**src/rtl/rotation_matrix_to_euler_core_defines.svh**
```systemverilog
// ---------------------------------------------------------------------------
// Rotation matrix to Euler angles: assertion macros
// Concurrent assertion helpers, compiled out for synthesis.
// ---------------------------------------------------------------------------
`ifndef ROTATION_MATRIX_TO_EULER_CORE_DEFINES_SVH
`define ROTATION_MATRIX_TO_EULER_CORE_DEFINES_SVH

`ifndef SYNTHESIS

// Same-cycle implication, checked on every rising clock edge out of reset.
`define RME_ASSERT_IMP(label, clk, rst, ante, cons) \
   label: assert property (@(posedge clk) disable iff (rst) (ante) |-> (cons)) \
      else $error("assertion failed");

// Next-cycle implication, checked on every rising clock edge out of reset.
`define RME_ASSERT_NXT(label, clk, rst, ante, cons) \
   label: assert property (@(posedge clk) disable iff (rst) (ante) |=> (cons)) \
      else $error("assertion failed");

`else

`define RME_ASSERT_IMP(label, clk, rst, ante, cons)
`define RME_ASSERT_NXT(label, clk, rst, ante, cons)

`endif

`endif

```
**src/rtl/rme_pkg.sv**
```systemverilog
// ---------------------------------------------------------------------------
// Rotation matrix to Euler angles: shared package
// Widths, pipeline depths, angle constants and the arctangent table.
// ---------------------------------------------------------------------------
`default_nettype none

package rme_pkg;

   // Matrix entry width and number of CORDIC iterations.
   localparam int DATA_W       = 16;
   localparam int CORDIC_STEPS = 16;

   // Square root datapath: sum of squares and its root.
   localparam int SQ_W        = 2 * DATA_W;
   localparam int ROOT_W      = DATA_W;
   localparam int SQRT_ITERS  = DATA_W;
   localparam int SQRT_PER_ST = 2;
   localparam int SQRT_STAGES = (SQRT_ITERS + SQRT_PER_ST - 1) / SQRT_PER_ST;
   // Square register, sum register, then the root stages.
   localparam int SQ_LAT      = SQRT_STAGES + 2;

   // CORDIC datapath.
   localparam int VIN_W        = DATA_W + 2;
   localparam int VEC_SHIFT    = 8;
   localparam int CW           = DATA_W + VEC_SHIFT + 3;
   localparam int ZW           = 20;
   localparam int ITER_PER_ST  = 2;
   localparam int CORDIC_STAGES = (CORDIC_STEPS + ITER_PER_ST - 1) / ITER_PER_ST;
   // Pre-rotation register, iteration stages, rounding register.
   localparam int CORDIC_LAT   = CORDIC_STAGES + 2;

   // Whole pipeline: square root part, operand select register, CORDIC.
   localparam int PIPE_LAT = SQ_LAT + 1 + CORDIC_LAT;

   // Field widths.
   localparam int ANG_W   = 16;
   localparam int PITCH_W = 15;
   localparam int LIMIT_W = 15;
   localparam int CMP_W   = (ROOT_W > LIMIT_W) ? ROOT_W : LIMIT_W;
   localparam int N_ENTRIES   = 7;
   localparam int REQ_TDATA_W = ((N_ENTRIES * DATA_W + 7) / 8) * 8;
   localparam int RSP_FIELD_W = 2 * ANG_W + PITCH_W;
   localparam int RSP_TDATA_W = ((RSP_FIELD_W + 7) / 8) * 8;

   // Angle constants: Q.16 accumulator, Q3.13 results.
   localparam logic signed [ZW-1:0] HALF_PI_Q16  = ZW'(102944);
   localparam logic signed [ZW-1:0] PI_Q313      = ZW'(25736);
   localparam logic signed [ZW-1:0] HALF_PI_Q313 = ZW'(12868);
   localparam logic signed [ZW-1:0] ROUND_ADD    = ZW'(4);
   localparam int ROUND_SHIFT = 3;
   localparam int ANG_TAB_LEN = 24;

   // Reset value of the singularity limit.
   localparam logic [LIMIT_W-1:0] LIMIT_RESET = LIMIT_W'(1);

   // The seven matrix entries used, as they travel down the pipeline.
   typedef struct packed {
      logic signed [DATA_W-1:0] r00;
      logic signed [DATA_W-1:0] r10;
      logic signed [DATA_W-1:0] r11;
      logic signed [DATA_W-1:0] r12;
      logic signed [DATA_W-1:0] r20;
      logic signed [DATA_W-1:0] r21;
      logic signed [DATA_W-1:0] r22;
   } mat_type;

   // atan(2^-i) in Q.16 radians, rounded to nearest.
   function automatic logic signed [ZW-1:0] ang_tab(input int unsigned idx);
      logic signed [ZW-1:0] val;
      case (idx)
         0:       val = ZW'(51472);
         1:       val = ZW'(30386);
         2:       val = ZW'(16055);
         3:       val = ZW'(8150);
         4:       val = ZW'(4091);
         5:       val = ZW'(2047);
         6:       val = ZW'(1024);
         7:       val = ZW'(512);
         8:       val = ZW'(256);
         9:       val = ZW'(128);
         10:      val = ZW'(64);
         11:      val = ZW'(32);
         12:      val = ZW'(16);
         13:      val = ZW'(8);
         14:      val = ZW'(4);
         15:      val = ZW'(2);
         16:      val = ZW'(1);
         default: val = '0;
      endcase
      return val;
   endfunction

endpackage

`default_nettype wire

```
**src/rtl/rme_sqrt.sv**
```systemverilog
// ---------------------------------------------------------------------------
// Rotation matrix to Euler angles: pipelined sy
// Computes floor(sqrt(r00^2 + r10^2)), two root bits per stage, and
// carries the matrix entries alongside.
// ---------------------------------------------------------------------------
`default_nettype none

module rme_sqrt (
   input  wire logic                         clock,
   input  wire logic                         en,
   input  wire rme_pkg::mat_type             mat_in,
   output      rme_pkg::mat_type             mat_out,
   output      logic [rme_pkg::ROOT_W-1:0]   sy_out
);

   localparam int DW = rme_pkg::DATA_W;
   localparam int SW = rme_pkg::SQ_W;
   localparam int NS = rme_pkg::SQRT_STAGES;

   logic [DW-1:0] abs_a;
   logic [DW-1:0] abs_b;
   logic [SW-1:0] sq_a_ff;
   logic [SW-1:0] sq_b_ff;

   logic [SW-1:0] n_ff    [NS+1];
   logic [SW-1:0] root_ff [NS+1];

   rme_pkg::mat_type mat_ff [rme_pkg::SQ_LAT];

   // Magnitudes and squares of the two column entries.
   assign abs_a = mat_in.r00[DW-1] ? DW'(-mat_in.r00) : DW'(mat_in.r00);
   assign abs_b = mat_in.r10[DW-1] ? DW'(-mat_in.r10) : DW'(mat_in.r10);

   always_ff @(posedge clock) begin
      if (en) begin
         sq_a_ff <= SW'(abs_a) * SW'(abs_a);
         sq_b_ff <= SW'(abs_b) * SW'(abs_b);
      end
   end

   // Sum of squares; the root starts at zero.
   always_ff @(posedge clock) begin
      if (en) begin
         n_ff[0]    <= sq_a_ff + sq_b_ff;
         root_ff[0] <= '0;
      end
   end

   // Digit-by-digit root, two result bits per stage.
   for (genvar s = 0; s < NS; s++) begin : g_root
      logic [SW-1:0] n_in;
      logic [SW-1:0] root_in;
      logic [SW-1:0] bit_v;
      logic [SW:0]   trial;

      always_comb begin
         n_in    = n_ff[s];
         root_in = root_ff[s];
         bit_v   = '0;
         trial   = '0;
         for (int j = 0; j < rme_pkg::SQRT_PER_ST; j++) begin
            if (s * rme_pkg::SQRT_PER_ST + j < rme_pkg::SQRT_ITERS) begin
               bit_v = SW'(1) << (SW - 2 - 2 * (s * rme_pkg::SQRT_PER_ST + j));
               trial = {1'b0, root_in} + {1'b0, bit_v};
               if ({1'b0, n_in} >= trial) begin
                  n_in    = n_in - trial[SW-1:0];
                  root_in = (root_in >> 1) + bit_v;
               end else begin
                  root_in = root_in >> 1;
               end
            end
         end
      end

      always_ff @(posedge clock) begin
         if (en) begin
            n_ff[s+1]    <= n_in;
            root_ff[s+1] <= root_in;
         end
      end
   end

   assign sy_out = root_ff[NS][rme_pkg::ROOT_W-1:0];

   // Matrix entries follow the root through the same number of registers.
   always_ff @(posedge clock) begin
      if (en) begin
         mat_ff[0] <= mat_in;
         for (int k = 1; k < rme_pkg::SQ_LAT; k++) begin
            mat_ff[k] <= mat_ff[k-1];
         end
      end
   end

   assign mat_out = mat_ff[rme_pkg::SQ_LAT-1];

endmodule

`default_nettype wire

```
**config.mk**
```make
export PLATFORM = sky130hd
export DESIGN_NAME = rme_sqrt
export DESIGN_NICKNAME = d
export VERILOG_FILES = /design/src/rtl/rotation_matrix_to_euler_core_defines.svh /design/src/rtl/rme_pkg.sv /design/src/rtl/rme_sqrt.sv
export SDC_FILE = /design/constraint.sdc
export NUM_CORES = 2
export LEC_CHECK = 0
export ABC_AREA = 1
export BUFFER_PORTS_ARGS = -buffer_cell sky130_fd_sc_hd__buf_2
export CORE_MARGIN = 2
export CORE_UTILIZATION = 59
export CTS_BUF_LIST = sky130_fd_sc_hd__clkbuf_8
export DETAILED_ROUTE_END_ITERATION = 7
export HOLD_SLACK_MARGIN = 0.05
export MAX_ROUTING_LAYER = met4
export PLACE_DENSITY = 0.79
export SYNTH_ARGS = -nofsm -noshare
export SYNTH_HDL_FRONTEND = slang
export SYNTH_SLANG_ARGS = --single-unit
```
**constraint.sdc**
```tcl
create_clock -name clock -period 8.1 [get_ports clock]
set_input_delay 1.62 -clock clock [delete_from_list [all_inputs] [get_ports clock]]
set_output_delay 1.62 -clock clock [all_outputs]
set_load 0.02 [all_outputs]
```
After elaboration in Yosys (flattened, before gate mapping)
Memories as Yosys holds them, arrays and structs flattened. Cells that the tools add are included.

Add/sub/neg operators: 51. Order comparisons: 16. Multipliers: 2. Mux-type cells: 36.

Operators with widths (count): $mux 32 (32); $ge 32x33->1 (16); $sub 32x32->32 (16); $mul 16x16->32 (2); $add 32x1->33 const B (1); $add 32x11->33 const B (1); $add 32x13->33 const B (1); $add 32x15->33 const B (1); $add 32x17->33 const B (1); $add 32x19->33 const B (1); $add 32x21->33 const B (1); $add 32x23->33 const B (1); $add 32x25->33 const B (1); $add 32x27->33 const B (1); $add 32x29->33 const B (1); $add 32x3->33 const B (1); $add 32x31->33 const B (1); $add 32x5->33 const B (1); $add 32x7->33 const B (1); $add 32x9->33 const B (1); $add 31x1->32 const B (1); $add 31x11->32 const B (1); $add 31x13->32 const B (1); $add 31x15->32 const B (1); 16 further kinds (19).

Bits in registers: 64. Output and inout bits: 128. Memories: 3. Memory bits (writable): 1696. Logic and storage cells: 110. Input port bits: 114.

Memories: mat_ff (depth 10, bits a word 112, read ports 10, clocked after memory_dff 0, write ports 10, RTL line rme_sqrt.sv:28) `rme_pkg::mat_type mat_ff [rme_pkg::SQ_LAT];`; n_ff (depth 9, bits a word 32, read ports 8, clocked after memory_dff 0, write ports 9, RTL line rme_sqrt.sv:25) `logic [SW-1:0] n_ff [NS+1];`; root_ff (depth 9, bits a word 32, read ports 9, clocked after memory_dff 0, write ports 9, RTL line rme_sqrt.sv:26) `logic [SW-1:0] root_ff [NS+1];`.

Logic depth before layout (Yosys ltp)
An unclocked memory read counts as a cell.

Depth after elaboration: 7. Depth in mapped cells: 38.

Worst setup path before layout
OpenSTA, ideal clock, no wires.

Path kind: input-to-reg. Start: input mat_in[80] (netlist bit). End: register sq_b_ff[27], data pin. Path slack: -0.468 ns. Stages: 33. Data required time: 7.848 ns. Path buffers: 2. Arrival time: 8.316 ns. Cell sequence: clkinv_1 clkbuf_1 ha_1 inv_1 nor3_1 nand3_1 nand2_1 xor2_1 inv_1 clkbuf_1 nor2_1 inv_1 fa_1 fa_1 inv_1 ha_1 fa_1 inv_1 fa_1 fa_1 inv_1 ha_1 a21o_1 a21oi_1 o21ai_0 a21oi_1 o21ai_0 a21boi_0 nor2_1 nand2_1 nand2_1 nand2_1 nand2_1.

Longest elaborated chain between the ends: 3.

RTL lines: start: declaration (RTL line rme_sqrt.sv:11) `input wire rme_pkg::mat_type mat_in,`; $neg 16->16 (RTL line rme_sqrt.sv:32) `assign abs_b = mat_in.r10[DW-1] ? DW'(-mat_in.r10) : DW'(mat_in.r10);`; $mux 16 (*) (RTL line rme_sqrt.sv:32); $mul 16x16->32 (*) (RTL line rme_sqrt.sv:37) `sq_b_ff <= SW'(abs_b) * SW'(abs_b);`; end signal: assignment (RTL line rme_sqrt.sv:37); end: declaration (RTL line rme_sqrt.sv:23) `logic [SW-1:0] sq_b_ff;`.

Every way passes the cells marked *; elsewhere a longest branch is shown, timed or not. A chain may end at the register's enable or synchronous reset.

Worst setup path in the final report
Start: input mat_in[80] (netlist bit). End: register sq_b_ff[30], data pin.

The elaborated chain is that of the path after synthesis.

==> summary.txt <==
STA
  • Setup Skew: 0.0544 ns
  • Fin crit share: 0.944
  • Setup TNS: 0 ns
  • Relative slew slack: 0.181
  • Setup violations, final: 0
  • Final min period: 7.64 ns
  • Highest clock rate: 131 MHz
  • Worst setup margin: 0.457 ns
  • Tightest Pin Transition: 1.23 ns
  • Hold slack final: 0.378 ns
  • Final hold violations: 0
  • RSZ-0062 raised after global routing: no
  • Slew Limit Fails: 0

Floorplanning
  • Die Span Y: 363 um
  • Die ar.: 132000 um^2
  • # IOs: 242
  • Initial Util: 0.595
  • Chip Width: 363 um
  • Rows: 131
  • Core ar.: 128000 um^2

CTS
  • Clock transition at path regs: 0.06 ns
  • Clock Sinks: 1508
  • CTS Buf Count: 225
  • CTS tree: done
  • Clk Latency, worst-skew pair: 0.95 ns
  • Clock buffer depth: 3
  • Hold-fix buffers, CTS: 0
  • Post-CTS setup buffer count: 0
  • Post-CTS sizing: 0
  • Clk root buf: clkbuf_8
  • # H-tree levels: 4

Drt
  • DR vias/cell: 5.21
  • DR pass1 iterations: 6
  • DRT iter0 DRCs: 3216
  • Via Count: 46834
  • Routed Antenna Nets: 0
  • Average wire per cell in the routed design: 17.9 um
  • Final wirelength: 161000 um
  • Drt drc: 0

Placement
  • Dpl cells: 8560
  • Final GP Congestion: 0.962
  • DP HPWL: 123000 um
  • Worst slack, placed: -0.498 ns
  • I/O Buffers: 241

Logic synthesis
  • Syn Inst Count: 6411
  • Most used DFF post-synth: edfxtp_1
  • Post-Syn Area: 75900 um^2
  • Post-synthesis sequential area ratio: 0.596
  • Leading area contributor after synthesis: edfxtp_1
  • FF+latch count, synth: 1508
  • Synth area leaders: edfxtp_1 (60%), fa_1 (8.7%), ha_1 (6.3%), nand2_1 (6.0%), inv_1 (5.2%)
  • Distinct cells, synth: 66
  • Share of flip-flops with an asynchronous set or reset: 0
  • Yosys warnings: 0
  • Post-synth top area share: 0.596
  • EDFF count, synth: 1508
  • Syn_area_per_cell: 11.8 um^2

GRT
  • First-pass GRT wire length: 253000 um
  • Largest net degree at the start of global routing: 199
  • GR Overflow Total: 0
  • Gr usage total: 0.257
  • Vias in the first global route: 47429
  • Antenna violations before repair: 4

Setup path
  • Arrival time at the worst endpoint: 8.33 ns
  • Most used cell along the critical path: fa_1
  • Worst Path Required: 8.79 ns
  • Crit. End Element: flop
  • CP peak stage delay: 0.61 ns
  • Critical path's slowest cell: fa_1
  • Startpoint Class: input pin
  • Kind of critical path: in -> reg
  • CP max FO: 7

Final layout
  • Layout Cells excl Fill: 8983
  • Fill cell count: 9299
  • Nets: 7950
  • Commonest cells after routing, fill and taps aside: edfxtp_1 (1508), nand2_1 (1211), inv_1 (1123), nor2_1 (507), ha_1 (381)
  • Layout cell share with drive strength beyond 1: 0.132
  • Commonest non-fill, non-tap cell in the layout: edfxtp_1
  • Layout area overhead: 13.0%

Pwr
  • Tot Pwr: 36.6 mW
  • Leak: 37.1 nW
  • Pwr Density: 426 nW/um^2
  • Worst VDD drop: 0.750 mV

Run
  • # Max-Cap Violations: 0

Status
  • Status: completed

Min path
  • Hold Crit Class: reg -> reg
kinds of logic after synthesis:
kind of cell    Yosys count  share of synthesized area
buf+inv                1125                     0.0570
xor+xnor                218                     0.0252
simple gates           2297                      0.131
compound gates          550                     0.0406
other cells               2                  0.0000989
fa+ha+maj               711                      0.150
flops                  1508                      0.596
where the power goes:
part | leakage (nW) | internal (mW) | switching (mW) | total [mW]
sequential | 14.7 | 10.5 | 0.606 | 11.1
combinational | 19.9 | 8.28 | 11.1 | 19.4
clock | 2.52 | 3.14 | 2.91 | 6.05
state kept, by name, summed over array words and instances, names as in the netlist:
register,count
mat_ff,1118
sq_b_ff,31
sq_a_ff,31
root_ff,72
n_ff,256
worst paths after layout:
path | start | end | slack (ns) | cells past startpoint
max | mat_in[80] | sq_b_ff[30]$_DFFE_PP_ | 0.46 | 30
min reg2reg | mat_ff[2][93]$_DFFE_PP_ | mat_ff[3][93]$_DFFE_PP_ | 0.38 | 0
max reg2reg | root_ff[0][202]$_DFFE_PP_ | n_ff[0][234]$_DFFE_PP_ | 2.44 | 21
min | mat_ff[2][93]$_DFFE_PP_ | mat_ff[3][93]$_DFFE_PP_ | 0.38 | 0
metal layers:
metal	vias to the layer above	GRT usage	wire length, um
met3	239	0.0379	7170
met4	0	0.0711	3560
met5	-	-	0
met2	1128	0.441	83300
li1	22921	-	-
met1	22546	0.321	66500
worst max-delay path, delay by kind of cell:
kind,cells,cell delay [ns]
and+or+nand+nor,13,1.99
adders and majority gates,8,3.80
buffers and inverters,6,0.52
AOI/OAI and AO/OA,2,0.27
xor gates and xnor gates,1,0.15
cell type report:
| type | instances | area, um^2 | share of cell area |
|---|---|---|---|
| timing repair buffer | 514 | 3360 | 0.0391 |
| sequential | 1508 | 45300 | 0.528 |
| multi-input combinational | 3798 | 26500 | 0.308 |
| tap | 1662 | 2080 | 0.0242 |
| inverter | 1078 | 4050 | 0.0472 |
| antenna | 6 | 15.0 | 0.000175 |
| clock buffer | 225 | 3100 | 0.0361 |
| clock inverter | 192 | 1460 | 0.0170 |
per-stage QoR:
stage | area, um^2 | utilization
finish | 85800 | 0.672
global route | 85800 | 0.672
CTS | 85800 | 0.672
detailed placement | 81200 | 0.636
global placement | 81200 | 0.636
floorplan | 76100 | -
Yosys cell counts, types with 5 or more instances:
cell type,instances
clkinv_1,12
o21ai_0,185
nand2_1,1213
o211ai_1,10
nand2_4,7
nor2_1,510
inv_1,1060
nand2_2,25
buf_4,5
nor3b_1,5
nor2_4,13
ha_1,381
nand3_2,13
a21o_1,19
xor2_1,130
nor4_1,27
a21oi_1,225
o21ai_2,8
fa_1,330
inv_2,6
a211oi_1,5
or2_2,25
o21bai_1,13
nor3_1,61
nand4_1,76
clkbuf_1,27
nand3_1,263
edfxtp_1,1508
o21ai_1,25
a31oi_1,10
xnor2_1,87
nor2_2,16
nand3b_1,20
a21oi_2,11
buf_6,9
a21boi_0,9
o21a_1,11
No activity file was read; power rests on OpenSTA's default activity.
