### src/rtl/rotation_matrix_to_euler_core_defines.svh
// ---------------------------------------------------------------------------
// Rotation matrix to Euler angles: assertion macros
// Concurrent assertion helpers, compiled out for synthesis.
// ---------------------------------------------------------------------------
`ifndef ROTATION_MATRIX_TO_EULER_CORE_DEFINES_SVH
`define ROTATION_MATRIX_TO_EULER_CORE_DEFINES_SVH

`ifndef SYNTHESIS

// Same-cycle implication, checked on every rising clock edge out of reset.
`define RME_ASSERT_IMP(label, clk, rst, ante, cons) \
   label: assert property (@(posedge clk) disable iff (rst) (ante) |-> (cons)) \
      else $error("assertion failed");

// Next-cycle implication, checked on every rising clock edge out of reset.
`define RME_ASSERT_NXT(label, clk, rst, ante, cons) \
   label: assert property (@(posedge clk) disable iff (rst) (ante) |=> (cons)) \
      else $error("assertion failed");

`else

`define RME_ASSERT_IMP(label, clk, rst, ante, cons)
`define RME_ASSERT_NXT(label, clk, rst, ante, cons)

`endif

`endif

### src/rtl/rme_pkg.sv
// ---------------------------------------------------------------------------
// Rotation matrix to Euler angles: shared package
// Widths, pipeline depths, angle constants and the arctangent table.
// ---------------------------------------------------------------------------
`default_nettype none

package rme_pkg;

   // Matrix entry width and number of CORDIC iterations.
   localparam int DATA_W       = 16;
   localparam int CORDIC_STEPS = 16;

   // Square root datapath: sum of squares and its root.
   localparam int SQ_W        = 2 * DATA_W;
   localparam int ROOT_W      = DATA_W;
   localparam int SQRT_ITERS  = DATA_W;
   localparam int SQRT_PER_ST = 2;
   localparam int SQRT_STAGES = (SQRT_ITERS + SQRT_PER_ST - 1) / SQRT_PER_ST;
   // Square register, sum register, then the root stages.
   localparam int SQ_LAT      = SQRT_STAGES + 2;

   // CORDIC datapath.
   localparam int VIN_W        = DATA_W + 2;
   localparam int VEC_SHIFT    = 8;
   localparam int CW           = DATA_W + VEC_SHIFT + 3;
   localparam int ZW           = 20;
   localparam int ITER_PER_ST  = 2;
   localparam int CORDIC_STAGES = (CORDIC_STEPS + ITER_PER_ST - 1) / ITER_PER_ST;
   // Pre-rotation register, iteration stages, rounding register.
   localparam int CORDIC_LAT   = CORDIC_STAGES + 2;

   // Whole pipeline: square root part, operand select register, CORDIC.
   localparam int PIPE_LAT = SQ_LAT + 1 + CORDIC_LAT;

   // Field widths.
   localparam int ANG_W   = 16;
   localparam int PITCH_W = 15;
   localparam int LIMIT_W = 15;
   localparam int CMP_W   = (ROOT_W > LIMIT_W) ? ROOT_W : LIMIT_W;
   localparam int N_ENTRIES   = 7;
   localparam int REQ_TDATA_W = ((N_ENTRIES * DATA_W + 7) / 8) * 8;
   localparam int RSP_FIELD_W = 2 * ANG_W + PITCH_W;
   localparam int RSP_TDATA_W = ((RSP_FIELD_W + 7) / 8) * 8;

   // Angle constants: Q.16 accumulator, Q3.13 results.
   localparam logic signed [ZW-1:0] HALF_PI_Q16  = ZW'(102944);
   localparam logic signed [ZW-1:0] PI_Q313      = ZW'(25736);
   localparam logic signed [ZW-1:0] HALF_PI_Q313 = ZW'(12868);
   localparam logic signed [ZW-1:0] ROUND_ADD    = ZW'(4);
   localparam int ROUND_SHIFT = 3;
   localparam int ANG_TAB_LEN = 24;

   // Reset value of the singularity limit.
   localparam logic [LIMIT_W-1:0] LIMIT_RESET = LIMIT_W'(1);

   // The seven matrix entries used, as they travel down the pipeline.
   typedef struct packed {
      logic signed [DATA_W-1:0] r00;
      logic signed [DATA_W-1:0] r10;
      logic signed [DATA_W-1:0] r11;
      logic signed [DATA_W-1:0] r12;
      logic signed [DATA_W-1:0] r20;
      logic signed [DATA_W-1:0] r21;
      logic signed [DATA_W-1:0] r22;
   } mat_type;

   // atan(2^-i) in Q.16 radians, rounded to nearest.
   function automatic logic signed [ZW-1:0] ang_tab(input int unsigned idx);
      logic signed [ZW-1:0] val;
      case (idx)
         0:       val = ZW'(51472);
         1:       val = ZW'(30386);
         2:       val = ZW'(16055);
         3:       val = ZW'(8150);
         4:       val = ZW'(4091);
         5:       val = ZW'(2047);
         6:       val = ZW'(1024);
         7:       val = ZW'(512);
         8:       val = ZW'(256);
         9:       val = ZW'(128);
         10:      val = ZW'(64);
         11:      val = ZW'(32);
         12:      val = ZW'(16);
         13:      val = ZW'(8);
         14:      val = ZW'(4);
         15:      val = ZW'(2);
         16:      val = ZW'(1);
         default: val = '0;
      endcase
      return val;
   endfunction

endpackage

`default_nettype wire

### src/rtl/rme_cordic.sv
// ---------------------------------------------------------------------------
// Rotation matrix to Euler angles: CORDIC vectoring pipeline
// atan2(y, x) in Q3.13 radians, two iterations per stage, clamped to pi
// or to pi/2.
// ---------------------------------------------------------------------------
`default_nettype none

module rme_cordic (
   input  wire logic                              clock,
   input  wire logic                              en,
   input  wire logic                              half_range,
   input  wire logic signed [rme_pkg::VIN_W-1:0]  x_in,
   input  wire logic signed [rme_pkg::VIN_W-1:0]  y_in,
   output      logic signed [rme_pkg::ANG_W-1:0]  angle_out
);

   localparam int CW = rme_pkg::CW;
   localparam int ZW = rme_pkg::ZW;
   localparam int NS = rme_pkg::CORDIC_STAGES;

   logic signed [CW-1:0] x_ff [NS+1];
   logic signed [CW-1:0] y_ff [NS+1];
   logic signed [ZW-1:0] z_ff [NS+1];
   logic                 zero_ff  [NS+1];
   logic                 half_ff  [NS+1];

   logic signed [CW-1:0] xs;
   logic signed [CW-1:0] ys;
   logic signed [CW-1:0] xp;
   logic signed [CW-1:0] yp;
   logic signed [ZW-1:0] zp;

   logic signed [ZW-1:0] zr;
   logic signed [ZW-1:0] lim;
   logic signed [ZW-1:0] ang_c;
   logic signed [rme_pkg::ANG_W-1:0] angle_ff;

   // Scale the operands and turn the left half plane by a quarter turn.
   always_comb begin
      xs = CW'(x_in) <<< rme_pkg::VEC_SHIFT;
      ys = CW'(y_in) <<< rme_pkg::VEC_SHIFT;
      xp = xs;
      yp = ys;
      zp = '0;
      if (xs < 0) begin
         if (ys >= 0) begin
            xp = ys;
            yp = -xs;
            zp = rme_pkg::HALF_PI_Q16;
         end else begin
            xp = -ys;
            yp = xs;
            zp = -rme_pkg::HALF_PI_Q16;
         end
      end
   end

   always_ff @(posedge clock) begin
      if (en) begin
         x_ff[0]    <= xp;
         y_ff[0]    <= yp;
         z_ff[0]    <= zp;
         zero_ff[0] <= (x_in == '0) && (y_in == '0);
         half_ff[0] <= half_range;
      end
   end

   // Vectoring iterations: drive y towards zero, accumulate the angle.
   for (genvar s = 0; s < NS; s++) begin : g_iter
      logic signed [CW-1:0] xv;
      logic signed [CW-1:0] yv;
      logic signed [CW-1:0] dx;
      logic signed [CW-1:0] dy;
      logic signed [ZW-1:0] zv;

      always_comb begin
         xv = x_ff[s];
         yv = y_ff[s];
         zv = z_ff[s];
         dx = '0;
         dy = '0;
         for (int j = 0; j < rme_pkg::ITER_PER_ST; j++) begin
            if (s * rme_pkg::ITER_PER_ST + j < rme_pkg::CORDIC_STEPS) begin
               dx = yv >>> (s * rme_pkg::ITER_PER_ST + j);
               dy = xv >>> (s * rme_pkg::ITER_PER_ST + j);
               if (!yv[CW-1]) begin
                  xv = xv + dx;
                  yv = yv - dy;
                  zv = zv + rme_pkg::ang_tab(s * rme_pkg::ITER_PER_ST + j);
               end else begin
                  xv = xv - dx;
                  yv = yv + dy;
                  zv = zv - rme_pkg::ang_tab(s * rme_pkg::ITER_PER_ST + j);
               end
            end
         end
      end

      always_ff @(posedge clock) begin
         if (en) begin
            x_ff[s+1]    <= xv;
            y_ff[s+1]    <= yv;
            z_ff[s+1]    <= zv;
            zero_ff[s+1] <= zero_ff[s];
            half_ff[s+1] <= half_ff[s];
         end
      end
   end

   // Round Q.16 to Q3.13 (floor of z / 8 after adding a half) and clamp.
   always_comb begin
      zr    = (z_ff[NS] + rme_pkg::ROUND_ADD) >>> rme_pkg::ROUND_SHIFT;
      lim   = half_ff[NS] ? rme_pkg::HALF_PI_Q313 : rme_pkg::PI_Q313;
      ang_c = zr;
      if (zr > lim) begin
         ang_c = lim;
      end else if (zr < -lim) begin
         ang_c = -lim;
      end
      if (zero_ff[NS]) begin
         ang_c = '0;
      end
   end

   always_ff @(posedge clock) begin
      if (en) begin
         angle_ff <= ang_c[rme_pkg::ANG_W-1:0];
      end
   end

   assign angle_out = angle_ff;

endmodule

`default_nettype wire

### config.mk
export PLATFORM = sky130hd
export DESIGN_NAME = rme_cordic
export DESIGN_NICKNAME = d
export VERILOG_FILES = /design/src/rtl/rotation_matrix_to_euler_core_defines.svh /design/src/rtl/rme_pkg.sv /design/src/rtl/rme_cordic.sv
export SDC_FILE = /design/constraint.sdc
export NUM_CORES = 2
export LEC_CHECK = 0
export BUFFER_PORTS_ARGS = -buffer_cell sky130_fd_sc_hd__buf_2
export CORE_MARGIN = 5
export CORE_UTILIZATION = 40
export DETAILED_ROUTE_END_ITERATION = 12
export HOLD_SLACK_MARGIN = 0.03
export SLEW_MARGIN = 10
export SYNTH_ARGS = -nofsm -noshare
export SYNTH_HDL_FRONTEND = slang
export SYNTH_SLANG_ARGS = --single-unit
### constraint.sdc
create_clock -name clock -period 23 [get_ports clock]
set_input_delay 2.3 -clock clock [delete_from_list [all_inputs] [get_ports clock]]
set_output_delay 2.3 -clock clock [all_outputs]
set_load 0.02 [all_outputs]
=== After elaboration in Yosys (flattened, before gate mapping) ===
Memory sizes are Yosys's and may differ from the RTL's.
Index checks and enable logic that the tools add are counted.
W data, S select, Z words.

* Word-level logic and storage cells: 203
* Bits of input ports: 39
* Bits in writable memories: 684
* Bits in registers: 16
* Memories kept: 5

{| class="wikitable"
|+ Memory list
! memory !! depth !! bits a word !! rd ports !! clocked after Yosys merged registers in !! wr ports !! line !! text
|-
| x_ff || 9 || 27 || 8 || 0 || 9 || rme_cordic.sv:21 || <nowiki>logic signed [CW-1:0] x_ff [NS+1];</nowiki>
|-
| y_ff || 9 || 27 || 8 || 0 || 9 || rme_cordic.sv:22 || <nowiki>logic signed [CW-1:0] y_ff [NS+1];</nowiki>
|-
| z_ff || 9 || 20 || 9 || 0 || 9 || rme_cordic.sv:23 || <nowiki>logic signed [ZW-1:0] z_ff [NS+1];</nowiki>
|-
| half_ff || 9 || 1 || 9 || 0 || 9 || rme_cordic.sv:25 || <nowiki>logic half_ff [NS+1];</nowiki>
|-
| zero_ff || 9 || 1 || 9 || 0 || 9 || rme_cordic.sv:24 || <nowiki>logic zero_ff [NS+1];</nowiki>
|}

* Mux-type cells: 91
* Reductions and logical operators: 3
* Add/sub/neg operators: 99
* Magnitude comparators: 4

{| class="wikitable"
|+ Operators with widths
! cell !! number
|-
| $mux W20 || 50
|-
| $mux W27 || 36
|-
| $add A20 B20 Y20 || 16
|-
| $sub A20 B20 Y20 || 16
|-
| $add A27 B12 Y27 || 2
|-
| $add A27 B13 Y27 || 2
|-
| $add A27 B14 Y27 || 2
|-
| $add A27 B15 Y27 || 2
|-
| $add A27 B16 Y27 || 2
|-
| $add A27 B17 Y27 || 2
|-
| $add A27 B18 Y27 || 2
|-
| $add A27 B19 Y27 || 2
|-
| $add A27 B20 Y27 || 2
|-
| $add A27 B21 Y27 || 2
|-
| $add A27 B22 Y27 || 2
|-
| $add A27 B23 Y27 || 2
|-
| $add A27 B24 Y27 || 2
|-
| $add A27 B25 Y27 || 2
|-
| $add A27 B26 Y27 || 2
|-
| $neg A26 Y27 || 2
|-
| $sub A27 B12 Y27 || 2
|-
| $sub A27 B13 Y27 || 2
|-
| $sub A27 B14 Y27 || 2
|-
| $sub A27 B15 Y27 || 2
|-
| other kinds (24) || 39
|}

=== Depth between registers and ports, before layout ===
An unclocked memory read counts as a cell.

* Depth after elaboration: 6
* Gate-level depth with buffers: 36
* Mapped depth without buffers: 34

=== Least setup slack after synthesis ===
No wires, ideal clock.

* Path type: register -> register
* Start point: mem y_ff[0][107] (netlist bit)
* End point: mem x_ff[0][134] (netlist bit) (data pin)
* Arrival time: 7.357 ns
* Buffers on the path: 5
* Stages on the path, launching flop included: 34
* Library setup time: 0.268 ns
* Period minus slack after synthesis: 7.625 ns
* Data required time: 22.732 ns
* Path slack: 15.375 ns
* Cells stage by stage: edfxtp_1 -> clkbuf_1 -> clkbuf_1 -> nor2_1 -> xnor2_1 -> ha_1 -> clkbuf_1 -> nand4_1 -> or2_2 -> or2_2 -> o211ai_1 -> o211ai_1 -> o31ai_1 -> o31ai_1 -> mux2i_1 -> and2_1 -> clkbuf_1 -> inv_2 -> buf_1 -> nor2_1 -> xnor2_1 -> ha_1 -> nor2b_1 -> o21ai_0 -> a21boi_0 -> nor4_1 -> nor3_1 -> o31ai_1 -> o21ai_0 -> a41oi_1 -> a21oi_1 -> a21o_1 -> a21oi_1 -> xnor3_1

{| class="wikitable"
|+ RTL lines
! element !! line
|-
| start, declared || rme_cordic.sv:22
|-
| end, declared || rme_cordic.sv:21
|}

==> flow_summary_export.csv <==
group,metric,value,unit
placement,dpl.hpwl,153000,um
sta,fmax,0.111,GHz
routing,firstDrtPassIters,5,
cts,clock_path_buffers,3,
grt,grt_max_degree,83,
sta,grt_setup_unrepaired,"no",
layout,area_growth,7.47,%
routing,viasPerCell,5.63,
worst_setup_path,path_max_fanout,28,
worst_setup_path,cp_data_arrival_time,9.39,ns
cts,tritoncts,"built",
routing,vias,61294,
cts,clkTransAtPathRegs,0.06,ns
yosys,synth.most_common_cell,"ha_1",
sta,tightestPinTransition,1.27,ns
floorplan,dieArea,187000,um2
routing,wl,189000,um
min_path,hp-start,"half_ff[0][5]",
layout,layout.nets,9524,
yosys,syn_inst,8446,
cts,numClockSinks,567,
job,max_cap_violations,0,
worst_setup_path,crit_start,"x_ff[0][89]",
layout,drive_gt1_share,3.90,%
floorplan,initial_core_util,40.2,%
worst_setup_path,crit_type,"reg2reg",
run_status,outcome,"complete, no violations",
grt,grt_pass1_vias,58574,
cts,ctsResizeCount,0,
floorplan,die-height,433,um
floorplan,rows,155,
yosys,synth_warnings,0,
placement,globalplace.congestion,0.910,
routing,antenna_left,0,
yosys,synthesis.area,71600,um2
yosys,synth-main-ff-cell,"edfxtp_1",
yosys,synth_nets,9508,
sta,setup_violations,0,
worst_setup_path,endpoint_kind,"flop",
grt,grt-ovfl-total,0,
yosys,avgSynthCellArea,8.47,um2
sta,tns,0,ns
sta,fin_skew,0.0627,ns
yosys,yosys.area.top_type,"edfxtp_1",
cts,cts_buffers,72,
cts,cts-root-buf,"clkbuf_16",
grt,antenna_found_initial,3,
routing,wl_per_cell,17.4,um
placement,port_buffers,54,
yosys,synth_commonest_cells,"984 x ha_1, 841 x xnor2_1, 831 x nor2_1",
worst_setup_path,cp.required,23.40,ns
cts,postCtsHoldBufs,0,
routing,drc,0,
grt,grt_pass1_wl,304000,um
worst_setup_path,crit_path_top_delay_cell,"and2_1",
yosys,yosys_register_bits,567,
cts,post-cts-setup-buffers,0,
sta,fin_crit_sh,39.1,%
worst_setup_path,cpPeakStageDelay,0.72,ns
sta,drv_slew,0,
min_path,hp-class,"reg2reg",
floorplan,io_pins,55,
cts,worst_skew_pair.late_latency,0.71,ns
cts,htree_levels,3,
sta,fin_crit,8.99,ns
worst_setup_path,cp_common_cell,"xor2_1",
sta,slew_headroom,14.6,%
worst_setup_path,r2r_start,"x_ff[0][89]",
floorplan,core,178000,um2
yosys,yosysSeqAreaShare,23.8,%
yosys,synthTopCellsByArea,"edfxtp_1 24%, ha_1 17%, xnor2_1 10%",
yosys,synth_edf_count,567,
yosys,synth_cell_types,96,
grt,grt.total_usage,19.6,%
floorplan,die_x,433,um
routing,drt_iter0_markers,3854,
sta,finalHoldViolCount,0,
yosys,netlist.area_leader.share,23.8,%
layout,nFillCells,17476,
yosys,async_flop_share,0,%
worst_setup_path,startpoint_type,"flop",
## sequential cells by signal, indices dropped and copies added, names as in the netlist
register   flops
z_ff         151
angle_out     16
x_ff         185
half_ff        9
zero_ff        9
y_ff         197
## cell type report
class	count	area, um2	share of cell area [%]
Sequential cell	567	17000	22.1
Timing Repair Buffer	96	596	0.774
Clock buffer	83	1860	2.42
Multi-Input combinational cell	7251	52200	67.8
Inverter	474	1780	2.31
Tap cell	2355	2950	3.83
Antenna cell	3	7.51	0.00976
Clock inverter	49	508	0.661
## worst max-delay path, delay by kind of cell (launching register included)
family	cells	cell delay (ns)
AOI/OAI and AO/OA	16	4.17
buffers and inverters	1	0.50
adders and majority gates	2	0.64
DFF	1	0.48
muxes	1	0.21
and+or+nand+nor	7	2.17
xor gates and xnor gates	3	0.52
## worst paths after layout
check	endpoint	slack, ns	depth (start not counted)
max reg2reg	y_ff[0][133]	14.01	30
min	half_ff[0][6]	0.41	0
max	y_ff[0][133]	14.01	30
min reg2reg	half_ff[0][6]	0.41	0
## metrics by stage
step	cells	hold slack (ns)	cell area [um2]	util (%)	setup slack, ns
2_1_floorplan	8446	0.400	71600	-	15.37
3_3_place_gp	10743	0.401	74500	41.8	14.07
3_5_place_dp	10743	0.405	74500	41.8	14.06
4_1_cts	10875	0.419	76900	43.1	14.02
5_1_grt	10876	0.423	76900	43.1	13.10
6_report	10878	0.414	76900	43.2	14.01
## per-layer routing
| layer | share of wire, % | vias up | global-route usage, % |
|---|---|---|---|
| li1 | - | 30850 | - |
| met1 | 46 | 28923 | 25.6 |
| met2 | 48 | 1258 | 34.3 |
| met3 | 4.1 | 261 | 1.83 |
| met4 | 2.7 | 2 | 5.55 |
| met5 | 0.0069 | - | 0 |
## layout by cell type (no fill, tap or decap), types with 24 or more instances in the layout
cell / count
nor2_1: 831
o21bai_1: 105
buf_2: 53
o31ai_1: 83
xnor2_1: 838
a211oi_1: 64
clkbuf_16: 73
nand4_1: 48
and3_1: 70
fa_1: 39
buf_4: 42
mux2_2: 24
nand3_1: 136
nand2b_1: 125
or3_1: 97
edfxtp_1: 567
o21a_1: 128
o41ai_1: 25
ha_1: 984
nor3_1: 287
o211ai_1: 38
or4_1: 30
and2_1: 59
a21oi_1: 791
nor4_1: 93
nor2b_1: 167
a31oi_1: 100
inv_1: 470
nand2_1: 452
mux2i_1: 27
a21o_1: 279
o21ai_0: 468
xor2_1: 393
a21boi_0: 42
or2_2: 48
## cell families after synthesis
kind of cell             count (synthesis)  share of synthesized area, %
multiplexers                            51                         0.755
buffers and inverters                  628                          3.32
adder cells (fa/ha/maj)               1023                          18.3
AND/OR/NAND/NOR                       2561                          17.6
flip-flops                             567                          23.8
AO/OA/AOI/OAI                         2376                          21.0
XOR/XNOR                              1239                          15.3
other                                    1                       0.00524
Power is left out: the tool's default activity adds up to more than one toggle a clock period on the data nets, which glitch-free logic cannot reach.
